===== src/rtl/byte_cpu_instruction_step_defines.svh =====
// Assertion macros shared by the byte CPU step block.
`ifndef BYTE_CPU_INSTRUCTION_STEP_DEFINES_SVH
`define BYTE_CPU_INSTRUCTION_STEP_DEFINES_SVH

// Same-cycle implication, checked on every rising clock edge outside reset.
`define BCIS_ASSERT_IMP(lbl, ante, cons, msg) \
   lbl: assert property (@(posedge clock) disable iff (reset) (ante) |-> (cons)) \
      else $error(msg);

// Next-cycle implication, checked on every rising clock edge outside reset.
`define BCIS_ASSERT_NXT(lbl, ante, cons, msg) \
   lbl: assert property (@(posedge clock) disable iff (reset) (ante) |=> (cons)) \
      else $error(msg);

`endif


===== src/rtl/bcis_pkg.sv =====
// Types, codes and decode function shared by the byte CPU step block.
package bcis_pkg;

   typedef struct packed {
      logic [1:0]  req_type;
      logic [15:0] mem_address;
      logic [7:0]  mem_data;
   } bcis_req_type;

   typedef struct packed {
      logic        status;
      logic [7:0]  read_data;
      logic [15:0] prog_counter;
      logic [15:0] stack_ptr;
      logic [7:0]  accum;
      logic [7:0]  flag_byte;
      logic [15:0] pair_bc;
      logic [15:0] pair_de;
      logic [15:0] pair_hl;
      logic        irq_enabled;
   } bcis_rsp_type;

   localparam logic [1:0] REQ_WRITE = 2'd0;
   localparam logic [1:0] REQ_READ  = 2'd1;
   localparam logic [1:0] REQ_EXEC  = 2'd2;

   localparam logic [7:0] OP_NOP      = 8'h00;
   localparam logic [7:0] OP_LXI_B    = 8'h01;
   localparam logic [7:0] OP_DCR_B    = 8'h05;
   localparam logic [7:0] OP_MVI_B    = 8'h06;
   localparam logic [7:0] OP_DAD_B    = 8'h09;
   localparam logic [7:0] OP_DCR_C    = 8'h0D;
   localparam logic [7:0] OP_MVI_C    = 8'h0E;
   localparam logic [7:0] OP_RRC      = 8'h0F;
   localparam logic [7:0] OP_LXI_D    = 8'h11;
   localparam logic [7:0] OP_INX_D    = 8'h13;
   localparam logic [7:0] OP_DAD_D    = 8'h19;
   localparam logic [7:0] OP_LDAX_D   = 8'h1A;
   localparam logic [7:0] OP_LXI_H    = 8'h21;
   localparam logic [7:0] OP_INX_H    = 8'h23;
   localparam logic [7:0] OP_MVI_H    = 8'h26;
   localparam logic [7:0] OP_DAD_H    = 8'h29;
   localparam logic [7:0] OP_LXI_SP   = 8'h31;
   localparam logic [7:0] OP_STA      = 8'h32;
   localparam logic [7:0] OP_MVI_M    = 8'h36;
   localparam logic [7:0] OP_LDA      = 8'h3A;
   localparam logic [7:0] OP_MVI_A    = 8'h3E;
   localparam logic [7:0] OP_MOV_D_M  = 8'h56;
   localparam logic [7:0] OP_MOV_E_M  = 8'h5E;
   localparam logic [7:0] OP_MOV_H_M  = 8'h66;
   localparam logic [7:0] OP_MOV_L_A  = 8'h6F;
   localparam logic [7:0] OP_MOV_M_A  = 8'h77;
   localparam logic [7:0] OP_MOV_A_D  = 8'h7A;
   localparam logic [7:0] OP_MOV_A_E  = 8'h7B;
   localparam logic [7:0] OP_MOV_A_H  = 8'h7C;
   localparam logic [7:0] OP_MOV_A_M  = 8'h7E;
   localparam logic [7:0] OP_ANA_A    = 8'hA7;
   localparam logic [7:0] OP_XRA_A    = 8'hAF;
   localparam logic [7:0] OP_POP_B    = 8'hC1;
   localparam logic [7:0] OP_JNZ      = 8'hC2;
   localparam logic [7:0] OP_JMP      = 8'hC3;
   localparam logic [7:0] OP_PUSH_B   = 8'hC5;
   localparam logic [7:0] OP_ADI      = 8'hC6;
   localparam logic [7:0] OP_RET      = 8'hC9;
   localparam logic [7:0] OP_CALL     = 8'hCD;
   localparam logic [7:0] OP_POP_D    = 8'hD1;
   localparam logic [7:0] OP_OUT      = 8'hD3;
   localparam logic [7:0] OP_PUSH_D   = 8'hD5;
   localparam logic [7:0] OP_POP_H    = 8'hE1;
   localparam logic [7:0] OP_PUSH_H   = 8'hE5;
   localparam logic [7:0] OP_ANI      = 8'hE6;
   localparam logic [7:0] OP_XCHG     = 8'hEB;
   localparam logic [7:0] OP_POP_PSW  = 8'hF1;
   localparam logic [7:0] OP_PUSH_PSW = 8'hF5;
   localparam logic [7:0] OP_EI       = 8'hFB;
   localparam logic [7:0] OP_CPI      = 8'hFE;

   typedef enum logic [3:0] {
      AS_REQ, AS_PC0, AS_PC1, AS_PC2, AS_HL, AS_DE, AS_IMM,
      AS_SPM1, AS_SPM2, AS_SP0, AS_SP1
   } bcis_addr_sel_type;

   typedef enum logic [2:0] {
      WS_REQ, WS_A, WS_B1, WS_PUSH_HI, WS_PUSH_LO
   } bcis_wdata_sel_type;

   typedef enum logic [2:0] {
      DST_NONE, DST_OP, DST_B1, DST_B2, DST_LO, DST_HI, DST_RD
   } bcis_dest_type;

   typedef enum logic [2:0] {
      CL_REG, CL_LOAD, CL_STORE, CL_PUSH, CL_POP, CL_BAD
   } bcis_class_type;

   typedef struct packed {
      bcis_class_type     cls;
      bcis_addr_sel_type  addr_sel;
      bcis_wdata_sel_type wdata_sel;
   } bcis_decode_type;

   typedef struct packed {
      logic               mem_issue;
      logic               mem_we;
      bcis_addr_sel_type  addr_sel;
      bcis_wdata_sel_type wdata_sel;
      bcis_dest_type      dest;
      logic               apply;
      logic               accept;
      logic               clr_step;
   } bcis_cmd_type;

   typedef struct packed {
      logic            halted;
      logic            clr_last;
      bcis_decode_type dec;
   } bcis_status_type;

   function automatic bcis_decode_type bcis_decode(input logic [7:0] op);
      bcis_decode_type d;
      d.cls       = CL_BAD;
      d.addr_sel  = AS_HL;
      d.wdata_sel = WS_A;
      unique case (op)
         OP_NOP, OP_LXI_B, OP_DCR_B, OP_MVI_B, OP_DAD_B, OP_DCR_C, OP_MVI_C,
         OP_RRC, OP_LXI_D, OP_INX_D, OP_DAD_D, OP_LXI_H, OP_INX_H, OP_MVI_H,
         OP_DAD_H, OP_LXI_SP, OP_MVI_A, OP_MOV_L_A, OP_MOV_A_D, OP_MOV_A_E,
         OP_MOV_A_H, OP_ANA_A, OP_XRA_A, OP_JNZ, OP_JMP, OP_ADI, OP_OUT,
         OP_ANI, OP_XCHG, OP_EI, OP_CPI:
            d.cls = CL_REG;
         OP_LDAX_D: begin
            d.cls      = CL_LOAD;
            d.addr_sel = AS_DE;
         end
         OP_LDA: begin
            d.cls      = CL_LOAD;
            d.addr_sel = AS_IMM;
         end
         OP_MOV_D_M, OP_MOV_E_M, OP_MOV_H_M, OP_MOV_A_M:
            d.cls = CL_LOAD;
         OP_STA: begin
            d.cls      = CL_STORE;
            d.addr_sel = AS_IMM;
         end
         OP_MVI_M: begin
            d.cls       = CL_STORE;
            d.wdata_sel = WS_B1;
         end
         OP_MOV_M_A:
            d.cls = CL_STORE;
         OP_PUSH_B, OP_PUSH_D, OP_PUSH_H, OP_PUSH_PSW, OP_CALL: begin
            d.cls       = CL_PUSH;
            d.addr_sel  = AS_SPM1;
            d.wdata_sel = WS_PUSH_HI;
         end
         OP_POP_B, OP_POP_D, OP_POP_H, OP_POP_PSW, OP_RET: begin
            d.cls      = CL_POP;
            d.addr_sel = AS_SP0;
         end
         default:
            d.cls = CL_BAD;
      endcase
      return d;
   endfunction

endpackage


===== src/rtl/bcis_ctrl.sv =====
// Controller: sequences memory clear, fetch, operand and stack transfers.
`include "byte_cpu_instruction_step_defines.svh"

module bcis_ctrl (
   input  logic                      clock,
   input  logic                      reset,
   input  logic                      start,
   input  logic [1:0]                req_type,
   input  bcis_pkg::bcis_status_type st,
   output logic                      busy,
   output logic                      done,
   output bcis_pkg::bcis_cmd_type    cmd
);

   typedef enum logic [3:0] {
      ST_CLEAR, ST_IDLE, ST_F1, ST_F2, ST_X1, ST_X2, ST_EXEC,
      ST_SECOND, ST_W1, ST_W2, ST_FIN
   } state_type;

   state_type state_ff, state_in;
   logic      done_ff, done_in;
   logic      exec_ff, exec_in;
   logic      accept;

   assign busy   = (state_ff != ST_IDLE);
   assign accept = start && !busy;

   always_comb begin
      state_in      = state_ff;
      done_in       = 1'b0;
      exec_in       = exec_ff;
      cmd.mem_issue = 1'b0;
      cmd.mem_we    = 1'b0;
      cmd.addr_sel  = bcis_pkg::AS_REQ;
      cmd.wdata_sel = bcis_pkg::WS_REQ;
      cmd.dest      = bcis_pkg::DST_NONE;
      cmd.apply     = 1'b0;
      cmd.accept    = accept;
      cmd.clr_step  = 1'b0;
      unique case (state_ff)
         ST_CLEAR: begin
            cmd.clr_step = 1'b1;
            if (st.clr_last) state_in = ST_IDLE;
         end
         ST_IDLE: begin
            if (accept) begin
               unique case (req_type)
                  bcis_pkg::REQ_WRITE: begin
                     cmd.mem_issue = 1'b1;
                     cmd.mem_we    = 1'b1;
                     done_in       = 1'b1;
                  end
                  bcis_pkg::REQ_READ: begin
                     cmd.mem_issue = 1'b1;
                     cmd.dest      = bcis_pkg::DST_RD;
                     exec_in       = 1'b0;
                     state_in      = ST_W1;
                  end
                  bcis_pkg::REQ_EXEC: begin
                     if (st.halted) begin
                        done_in = 1'b1;
                     end else begin
                        cmd.mem_issue = 1'b1;
                        cmd.addr_sel  = bcis_pkg::AS_PC0;
                        cmd.dest      = bcis_pkg::DST_OP;
                        exec_in       = 1'b1;
                        state_in      = ST_F1;
                     end
                  end
                  default: done_in = 1'b1;
               endcase
            end
         end
         ST_F1: begin
            cmd.mem_issue = 1'b1;
            cmd.addr_sel  = bcis_pkg::AS_PC1;
            cmd.dest      = bcis_pkg::DST_B1;
            state_in      = ST_F2;
         end
         ST_F2: begin
            cmd.mem_issue = 1'b1;
            cmd.addr_sel  = bcis_pkg::AS_PC2;
            cmd.dest      = bcis_pkg::DST_B2;
            state_in      = ST_X1;
         end
         ST_X1: state_in = ST_X2;
         ST_X2: state_in = ST_EXEC;
         ST_EXEC: begin
            unique case (st.dec.cls)
               bcis_pkg::CL_LOAD: begin
                  cmd.mem_issue = 1'b1;
                  cmd.addr_sel  = st.dec.addr_sel;
                  cmd.dest      = bcis_pkg::DST_LO;
                  state_in      = ST_W1;
               end
               bcis_pkg::CL_STORE: begin
                  cmd.mem_issue = 1'b1;
                  cmd.mem_we    = 1'b1;
                  cmd.addr_sel  = st.dec.addr_sel;
                  cmd.wdata_sel = st.dec.wdata_sel;
                  cmd.apply     = 1'b1;
                  done_in       = 1'b1;
                  state_in      = ST_IDLE;
               end
               bcis_pkg::CL_PUSH: begin
                  cmd.mem_issue = 1'b1;
                  cmd.mem_we    = 1'b1;
                  cmd.addr_sel  = bcis_pkg::AS_SPM1;
                  cmd.wdata_sel = bcis_pkg::WS_PUSH_HI;
                  state_in      = ST_SECOND;
               end
               bcis_pkg::CL_POP: begin
                  cmd.mem_issue = 1'b1;
                  cmd.addr_sel  = bcis_pkg::AS_SP0;
                  cmd.dest      = bcis_pkg::DST_LO;
                  state_in      = ST_SECOND;
               end
               default: begin
                  cmd.apply = 1'b1;
                  done_in   = 1'b1;
                  state_in  = ST_IDLE;
               end
            endcase
         end
         ST_SECOND: begin
            cmd.mem_issue = 1'b1;
            if (st.dec.cls == bcis_pkg::CL_PUSH) begin
               cmd.mem_we    = 1'b1;
               cmd.addr_sel  = bcis_pkg::AS_SPM2;
               cmd.wdata_sel = bcis_pkg::WS_PUSH_LO;
               cmd.apply     = 1'b1;
               done_in       = 1'b1;
               state_in      = ST_IDLE;
            end else begin
               cmd.addr_sel = bcis_pkg::AS_SP1;
               cmd.dest     = bcis_pkg::DST_HI;
               state_in     = ST_W1;
            end
         end
         ST_W1: state_in = ST_W2;
         ST_W2: begin
            if (exec_ff) begin
               state_in = ST_FIN;
            end else begin
               done_in  = 1'b1;
               state_in = ST_IDLE;
            end
         end
         ST_FIN: begin
            cmd.apply = 1'b1;
            done_in   = 1'b1;
            state_in  = ST_IDLE;
         end
         default: state_in = ST_IDLE;
      endcase
   end

   always_ff @(posedge clock) begin
      if (reset) begin
         state_ff <= ST_CLEAR;
         done_ff  <= 1'b0;
         exec_ff  <= 1'b0;
      end else begin
         state_ff <= state_in;
         done_ff  <= done_in;
         exec_ff  <= exec_in;
      end
   end

   assign done = done_ff;

   `BCIS_ASSERT_NXT(a_accept_progress, accept, busy || done_ff, "accepted request made no progress")
   `BCIS_ASSERT_IMP(a_issue_owned, cmd.mem_issue, (state_ff != ST_IDLE) || accept, "memory issue while idle")
   `BCIS_ASSERT_NXT(a_halt_sticky, st.halted, st.halted, "halt flag dropped")
   `BCIS_ASSERT_IMP(a_clear_complete, (state_ff == ST_IDLE) && $past(state_ff == ST_CLEAR), $past(st.clr_last), "clear pass left early")

endmodule


===== config.mk =====
export PLATFORM = sky130hd
export DESIGN_NAME = bcis_ctrl
export DESIGN_NICKNAME = d
export VERILOG_FILES = /design/src/rtl/bcis_pkg.sv /design/src/rtl/bcis_ctrl.sv
export VERILOG_INCLUDE_DIRS = /design/src /design/src/rtl
export SDC_FILE = /design/constraint.sdc
export NUM_CORES = 1
export LEC_CHECK = 0
export ABC_AREA = 1
export BUFFER_PORTS_ARGS = -buffer_cell sky130_fd_sc_hd__clkbuf_2
export CORE_MARGIN = 4
export CORE_UTILIZATION = 49
export DETAILED_ROUTE_END_ITERATION = 8
export GPL_ROUTABILITY_DRIVEN = 0
export HOLD_SLACK_MARGIN = 0.12
export PLACE_DENSITY = 0.83
export SLEW_MARGIN = 10
export SYNTH_ARGS = -nofsm -noshare
export SYNTH_HDL_FRONTEND = slang
export SYNTH_SLANG_ARGS = --single-unit
export TNS_END_PERCENT = 100

===== constraint.sdc =====
create_clock -name clock -period 2.3 [get_ports clock]
set_input_delay 0.46 -clock clock [delete_from_list [all_inputs] [get_ports clock]]
set_output_delay 0.46 -clock clock [all_outputs]
set_load 0.02 [all_outputs]

==> impl_metrics.tcl, run 1 <==
set metrics [dict create \
    status "finished clean" \
    ys_warn_count 0 \
    placeableCoreArea_um2 1366 \
    grt_overflow 0 \
    synth_cell_types 22 \
    path_max_fanout 7 \
    crit_path_top_delay_cell "dfxtp_1" \
    root_buffer "clkbuf_4" \
    crit_chain "inv_2, nor2_4, nand2_2, nor2_4, o21ai_0, nand4_1, clkbuf_2" \
    dieHeight_um 46.85 \
    dpl.cell_count 181 \
    n_antenna_cell 0 \
    setup_tns_ns 0 \
    initial_core_util 0.5412 \
    drtIter0Drc 24 \
    clock.fmax_mhz 475.6 \
    rsz0062_at_grt "false" \
    cts_tree "done" \
    avgSynthCellArea_um2 5.518 \
    synth_edf_count 0 \
    synthFlopType "dfxtp_1" \
    cts_made_buffers 3 \
    finalClockSkew_ns 0.005269 \
    irDropWorstVdd_mv 0.3039 \
    io_pins 34 \
    drv_cap 0 \
    fin_crit_sh 0.9142 \
    end_kind "primary output" \
    grt_pass1_vias 826 \
    area_growth_pct 26.90 \
    drc_errors 0 \
    vias_per_cell 5.168 \
    ys_top_cells_by_count "36 x nand2_1, 22 x inv_1, 16 x nor2_1" \
    clkTransAtPathRegs_ns 0.05 \
    power_leakage_nw 0.5585 \
    io_buffers 33 \
    post_cts_buffers 0 \
    grt.total_usage 0.2273 \
    yosys_register_bits 6 \
    synth_top_area_share 0.1827 \
    ys_seq_area_frac 0.1624 \
    die_w_um 46.85 \
    cts_resized 0 \
    criticalPathCategory "reg -> out" \
    routedWlPerCell_um 11.42 \
    arrival_ns 1.64 \
    rows 13 \
    cpPeakStageDelay_ns 0.43 \
    wl_mm 2.102 \
    slew_headroom 0.7851 \
    synthTopCellsByArea "nand2_1 18%, dfxtp_1 16%, inv_1 11%, nand3_1 8.8%, nor2_1 8.1%" \
    fillerInstances 141 \
    hp-class "in -> reg" \
    setup_viol 0 \
    tightest_slew_ns 0.3219 \
    path_common_cell "nor2_4" \
    yosys.cell_count.top_type "nand2_1" \
    cts.sinks 6 \
    cts_hold_buf 0 \
    syn_inst 134 \
    drive_above_1_share 0.3077 \
    synthArstFlopShare 0 \
    yosysTopAreaCell "nand2_1" \
    antenna_found_initial 0 \
    cts_max_level 1 \
    die-area_um2 2194 \
    first_pass_iters 4 \
    place_hpwl_mm 1.773 \
    synth_nets 151 \
    ant_nets 0 \
    grt_pass1_wl_mm 3.588 \
    vias 951 \
    final_nets 188 \
    startpoint_type "register" \
    clockBufferDepth 2 \
    required_ns 1.84 \
    p_per_area_nw_per_um2 429.9 \
    grt_max_degree 8 \
    finalMaxSlewViolations 0 \
    syn_area_um2 739.5 \
    clock_latency_ns 0.25 \
    period_minus_slack_ns 2.103 \
    instances_no_fill 184 \
    finalHoldViolations 0 \
]
[cells by family (layout without fill, tap and decap cells)]
| kind of cell | after synthesis | count (layout) | share of synthesized area |
|---|---|---|---|
| and+or+nand+nor | 87 | 87 | 0.5821 |
| AOI/OAI and AO/OA | 17 | 17 | 0.1286 |
| DFF | 6 | 6 | 0.1624 |
| buffers and inverters | 24 | 59 | 0.1269 |
[metal layers]
metal	vias to the layer above	track usage	part of all wire	routed length (µm)
met4	0	0.06630	0.0071	15
met1	421	0.3174	0.47	985
met2	25	0.3442	0.48	1018
met5	-	0	0	0
met3	2	0.05747	0.039	82
li1	503	-	-	-
[where the power goes]
| group | switching, mW | leakage [nW] | internal [mW] | total, mW |
|---|---|---|---|---|
| registers | 0.0102 | 0.0488 | 0.112 | 0.122 |
| logic | 0.115 | 0.496 | 0.0635 | 0.179 |
| clock network | 0.0432 | 0.0138 | 0.0594 | 0.103 |
[stage by stage]
step	power (mW)	utilization	worst slack (ns)	hold slack, ns	instance area [µm²]
final	0.4034	0.6868	0.1974	0.4482	938.4
after global routing	0.4385	0.6868	0.05835	0.4346	938.4
after CTS	0.4097	0.6868	0.2137	0.4328	938.4
after detailed placement	0.3018	0.6703	0.3826	0.5070	915.9
after global placement	0.2978	0.6703	0.4600	0.5118	915.9
after floorplan	0.2496	-	0.4732	0.4694	739.5
[worst paths after layout]
| path | depth (start not counted) | to | start | slack [ns] |
|---|---|---|---|---|
| setup / recovery | 7 | cmd[14] | state_ff[0] | 0.20 |
| hold / removal | 2 | exec_ff | reset | 0.45 |
| setup reg to reg | 6 | state_ff[1] | state_ff[2] | 0.98 |
| hold reg to reg | 2 | exec_ff | exec_ff | 0.52 |
[flip-flops by register name, indices dropped and copies added, names as in the netlist]
name      count
done          1
exec_ff       1
state_ff      4
[worst max-delay path, delay by kind of cell, from the launching register on]
family	cells	cell delay [ns]
simple gates	4	0.52
flops	1	0.43
buf+inv	2	0.27
compound gates	1	0.16
[cell type report]
cell class,count,area [µm²],share of cell area
clock buffer,3,22.52,0.02400
inverter,23,86.33,0.09200
multi-input combinational,104,525.5,0.5600
sequential,6,120.1,0.1280
tap,15,18.77,0.02000
timing repair buffer,33,165.2,0.1760
[placed cells by master (no fill, tap or decap), drive strengths merged]
master	count
nand2	42
a21oi	6
or2	1
o21ai	7
clkbuf	36
a21boi	1
a31oi	1
nand3b	1
inv	23
dfxtp	6
o211ai	1
nand4	5
nand3	14
nor2	23
and2	1
o2111ai	1
(Power assumes the default switching activity.)
==> run 2, diff against run 1 <==
- CORE_UTILIZATION: 49 -> 46
- PLACE_DENSITY: 0.83 -> 0.79
- clock period: 2.3 -> 2.35 ns (I/O delays scaled with it)
==> run 2 against run 1 <==
  * Via count grew 1.2%
  * Final area grew 0.13%
  * Setup slack gained 0.051 ns
  * Register-to-register slack gained 0.04 ns
  * Largest cell class unchanged
==> impl_metrics.tcl, run 2 (same netlist as run 1, synthesis figures left out) <==
set metrics [dict create \
    status "finished clean" \
    clock.fmax_mhz 475.9 \
    period_minus_slack_ns 2.101 \
    n_antenna_cell 0 \
    path_max_fanout 7 \
    power_frac_clock 0.242 \
    setup_viol 0 \
    place_ws_ns 0.4252 \
    crit_path_top_delay_cell "dfxtp_1" \
    rsz0062_at_grt "false" \
    grt.total_usage 0.1929 \
    cts_hold_buf 0 \
    crit_chain "inv_2, nor2_4, nand2_2, nor2_4, o21ai_0, nand4_1, clkbuf_2" \
    ant_nets 0 \
    cts_resized 0 \
    slew_headroom 0.7853 \
    tightest_slew_ns 0.3216 \
    rows 14 \
    clkTransAtPathRegs_ns 0.05 \
    setup_tns_ns 0 \
    p_switching_mw 0.1593 \
    irDropWorstVdd_mv 0.4718 \
    postLayoutCoreUtil 0.6238 \
    drive_above_1_share 0.3077 \
    placeableCoreArea_um2 1506 \
    final_nets 188 \
    root_buffer "clkbuf_4" \
    routedWlPerCell_um 11.32 \
    power_frac_seq 0.307 \
    io_pins 34 \
    vias_per_cell 5.200 \
    drc_errors 0 \
    finalMaxSlewViolations 0 \
    place_hpwl_mm 1.788 \
    setup_ws_ns 0.2488 \
    dieHeight_um 48.10 \
    grt_pass1_wl_mm 3.256 \
    post_cts_buffers 0 \
    die_w_um 48.10 \
    io_buffers 33 \
    clock_latency_ns 0.24 \
    criticalPathCategory "reg -> out" \
    cts_max_level 1 \
    first_pass_iters 4 \
    grt_overflow 0 \
    regMostFlops "state_ff" \
    vias 962 \
    power_switching_share 0.4099 \
    end_kind "primary output" \
    initial_core_util 0.4909 \
    finalHoldViolations 0 \
    hp-class "in -> reg" \
    dpl.cell_count 182 \
    worstReg2RegStart "state_ff[2]" \
    p_per_area_nw_per_um2 413.6 \
    hold_start "reset" \
    fillerInstances 161 \
    required_ns 1.88 \
    ff_latch_area_um2 120.1 \
    r2r_slack_ns 1.02 \
    path_common_cell "nor2_4" \
    intPower_mw 0.2294 \
    startpoint_type "register" \
    wl_mm 2.095 \
    drv_cap 0 \
    mostFrequentLayoutCell "nand2_1" \
    power_leakage_nw 0.5585 \
    timing.hold.ws_ns 0.4546 \
    clockBufferDepth 2 \
    arrival_ns 1.63 \
    drtIter0Drc 20 \
    cp-startpoint "state_ff[0]" \
    power_frac_comb 0.451 \
    finalClockSkew_ns 0.003056 \
    area_growth_pct 27.07 \
    cpPeakStageDelay_ns 0.43 \
    cts.sinks 6 \
    fin_crit_sh 0.8941 \
    multi_input_area_um2 525.5 \
    largest_reg_flops 4 \
    antenna_found_initial 0 \
    mostFrequentLayoutCells "36 x nand2_1, 33 x clkbuf_2, 22 x inv_1, 16 x nor2_1, 13 x nand3_1" \
    grt_pass1_vias 819 \
    cts_tree "done" \
    grt_max_degree 8 \
    instances_no_fill 185 \
    cts_made_buffers 3 \
    die-area_um2 2313 \
]
==> run 2: cell counts in the layout (fill, tap and decap cells not counted) <==
No cell type changed its count.
==> run 2: path summary, 6_finish.rpt <==
kind	cells after the start	endpoint
hold reg to reg	2	exec_ff
setup / recovery	7	cmd[14]
setup reg to reg	6	state_ff[3]
hold / removal	2	state_ff[1]
==> run 2: area by class of cell <==
| class | instances | area share |
|---|---|---|
| Multi-Input combinational cell | 104 | 0.5593 |
| Timing Repair Buffer | 33 | 0.1758 |
| Sequential cell | 6 | 0.1278 |
| Inverter | 23 | 0.09188 |
| Clock buffer | 3 | 0.02397 |
| Tap cell | 16 | 0.02130 |
==> run 2: per-stage QoR <==
| step | cell area [µm²] | power (mW) |
|---|---|---|
| floorplan | 739.5 | 0.2443 |
| global placement | 917.1 | 0.2929 |
| detailed placement | 917.1 | 0.2958 |
| CTS | 939.7 | 0.3936 |
| global route | 939.7 | 0.4190 |
| finish | 939.7 | 0.3887 |
==> run 2: critical path: cells and delay by family (launching register included) <==
kind | cells | cell delay [ns]
simple gates | 4 | 0.54
compound gates | 1 | 0.15
flops | 1 | 0.43
buf+inv | 2 | 0.28
==> run 2: routing by layer <==
metal	global-route usage	up-vias	share of wire
met4	0.005376	0	0
met5	0	-	0
met2	0.3430	27	0.51
li1	-	499	-
met3	0.05166	0	0.063
met1	0.2456	436	0.43
==> run 2: power by group through the flow <==
| stage | combinational [mW] | clock [mW] | sequential [mW] |
|---|---|---|---|
| detailed placement | 0.175 | 0 | 0.121 |
| floorplan | 0.124 | 0 | 0.120 |
| finish | 0.175 | 0.0939 | 0.119 |
| global placement | 0.172 | 0 | 0.121 |
| global route | 0.196 | 0.103 | 0.120 |
| CTS | 0.176 | 0.0983 | 0.119 |
==> run 3, diff against run 2 <==
- CORE_ASPECT_RATIO: not set -> 1.25
- CORE_UTILIZATION: 46 -> 25
- PLACE_DENSITY: 0.79 -> not set
==> run 3 against run 2 <==
  * Die area rose by 68%
  * Via count fell by 3.8%
  * Utilization fell by 28 points
  * Highest routed layer is now met4
  * Clock skew fell by 0.0022 ns
  * First-iteration DRC count fell by 50%
  * Sequential share of layout area fell by 0.30 points
==> impl_metrics.tcl, run 3 (same netlist as run 1, synthesis figures left out) <==
set metrics [dict create \
    crit_family "simple AND/OR/NAND/NOR gates" \
    criticalPathCategory "reg -> out" \
    dieHeight_um 68.81 \
    post_cts_buffers 0 \
    mostFrequentLayoutCells "36 x nand2_1, 33 x clkbuf_2, 22 x inv_1, 16 x nor2_1, 13 x nand3_1" \
    cts_made_buffers 3 \
    ant_nets 0 \
    power_frac_seq 0.309 \
    postLayoutCoreUtil 0.3488 \
    io_buffers 33 \
    largest_reg_flops 4 \
    n_antenna_cell 0 \
    area_growth_pct 30.12 \
    p_switching_mw 0.1568 \
    finalMaxSlewViolations 0 \
    crit_buf_inv 2 \
    fin_crit_sh 0.8803 \
    cts_resized 0 \
    status "finished clean" \
    setup_viol 0 \
    final_nets 188 \
    grt_max_degree 8 \
    vias 925 \
    place_hpwl_mm 1.810 \
    power_frac_clock 0.243 \
    placeableCoreArea_um2 2759 \
    cts_hold_buf 0 \
    finalClockSkew_ns 0.0008642 \
    grt_pass1_vias 862 \
    end_kind "primary output" \
    hp-class "in -> reg" \
    crit_path_top_delay_cell "dfxtp_1" \
    arrival_ns 1.60 \
    drtIter0Drc 10 \
    intPower_mw 0.2294 \
    vias_per_cell 4.557 \
    cts_tree "done" \
    clockBufferDepth 2 \
    regMostFlops "state_ff" \
    clkTransAtPathRegs_ns 0.04 \
    drv_cap 0 \
    clock_latency_ns 0.24 \
    path_max_fanout 7 \
    routedWlPerCell_um 10.00 \
    clock.fmax_mhz 483.4 \
    cts.sinks 6 \
    tightest_slew_ns 0.3212 \
    slew_headroom 0.7856 \
    dpl.cell_count 200 \
    irDropWorstVdd_mv 0.1979 \
    rows 21 \
    drc_errors 0 \
    instances_no_fill 203 \
    io_pins 34 \
    p_per_area_nw_per_um2 401.4 \
    power_frac_comb 0.448 \
    die_w_um 56.65 \
    first_pass_iters 4 \
    setup_tns_ns 0 \
    power_switching_share 0.4060 \
    path_common_cell "nor2_4" \
    period_minus_slack_ns 2.069 \
    required_ns 1.88 \
    cts_max_level 1 \
    wl_mm 2.031 \
    finalHoldViolations 0 \
    startpoint_type "register" \
    crit_chain "inv_2, nor2_4, nand2_2, nor2_4, o21ai_0, nand4_1, clkbuf_2" \
    initial_core_util 0.2680 \
    grt_pass1_wl_mm 3.594 \
    rsz0062_at_grt "false" \
    grt.total_usage 0.1154 \
    antenna_found_initial 0 \
    mostFrequentLayoutCell "nand2_1" \
    power_leakage_nw 0.5585 \
    cpPeakStageDelay_ns 0.42 \
    root_buffer "clkbuf_4" \
    drive_above_1_share 0.3077 \
    die-area_um2 3897 \
    grt_overflow 0 \
]
run 3: cell counts in the layout (fill, tap and decap cells not counted):
No cell type changed its count.
run 3: power groups by stage:
stage	combinational (mW)	clock (mW)	sequential (mW)
detailed placement	0.175	0	0.121
CTS	0.176	0.0982	0.119
global route	0.197	0.107	0.121
global placement	0.176	0	0.121
floorplan	0.124	0	0.120
finish	0.173	0.0938	0.119
run 3: path summary, 6_finish.rpt:
kind	start	end	slack (ns)	depth (start not counted)
min reg2reg	exec_ff	exec_ff	0.52	2
max reg2reg	state_ff[1]	done	1.06	8
max	state_ff[0]	cmd[14]	0.28	7
min	reset	state_ff[1]	0.47	2
run 3: area by class of cell:
type                    instances  area (µm²)
fillers                       318        1797
clock buffers                   3       22.52
inverters                      23       86.33
well taps                      34       42.54
repair buffers                 33       165.2
flip-flops and latches          6       120.1
multi-input cells             104       525.5
run 3: per-layer routing:
metal	vias to the layer above	GRT usage	share of wire
met3	6	0.02048	0.064
li1	505	-	-
met5	-	0	0
met1	382	0.1338	0.43
met2	32	0.2052	0.48
met4	0	0.05638	0.026
run 3: stage by stage:
stage	power (mW)	hold slack [ns]	area [µm²]	setup WS (ns)
floorplan	0.2443	0.4694	739.5	0.5032
global placement	0.2970	0.5175	939.7	0.4142
detailed placement	0.2962	0.5148	939.7	0.4226
CTS	0.3933	0.4727	962.2	0.2641
global route	0.4252	0.4805	962.2	0.1211
finish	0.3862	0.4739	962.2	0.2812
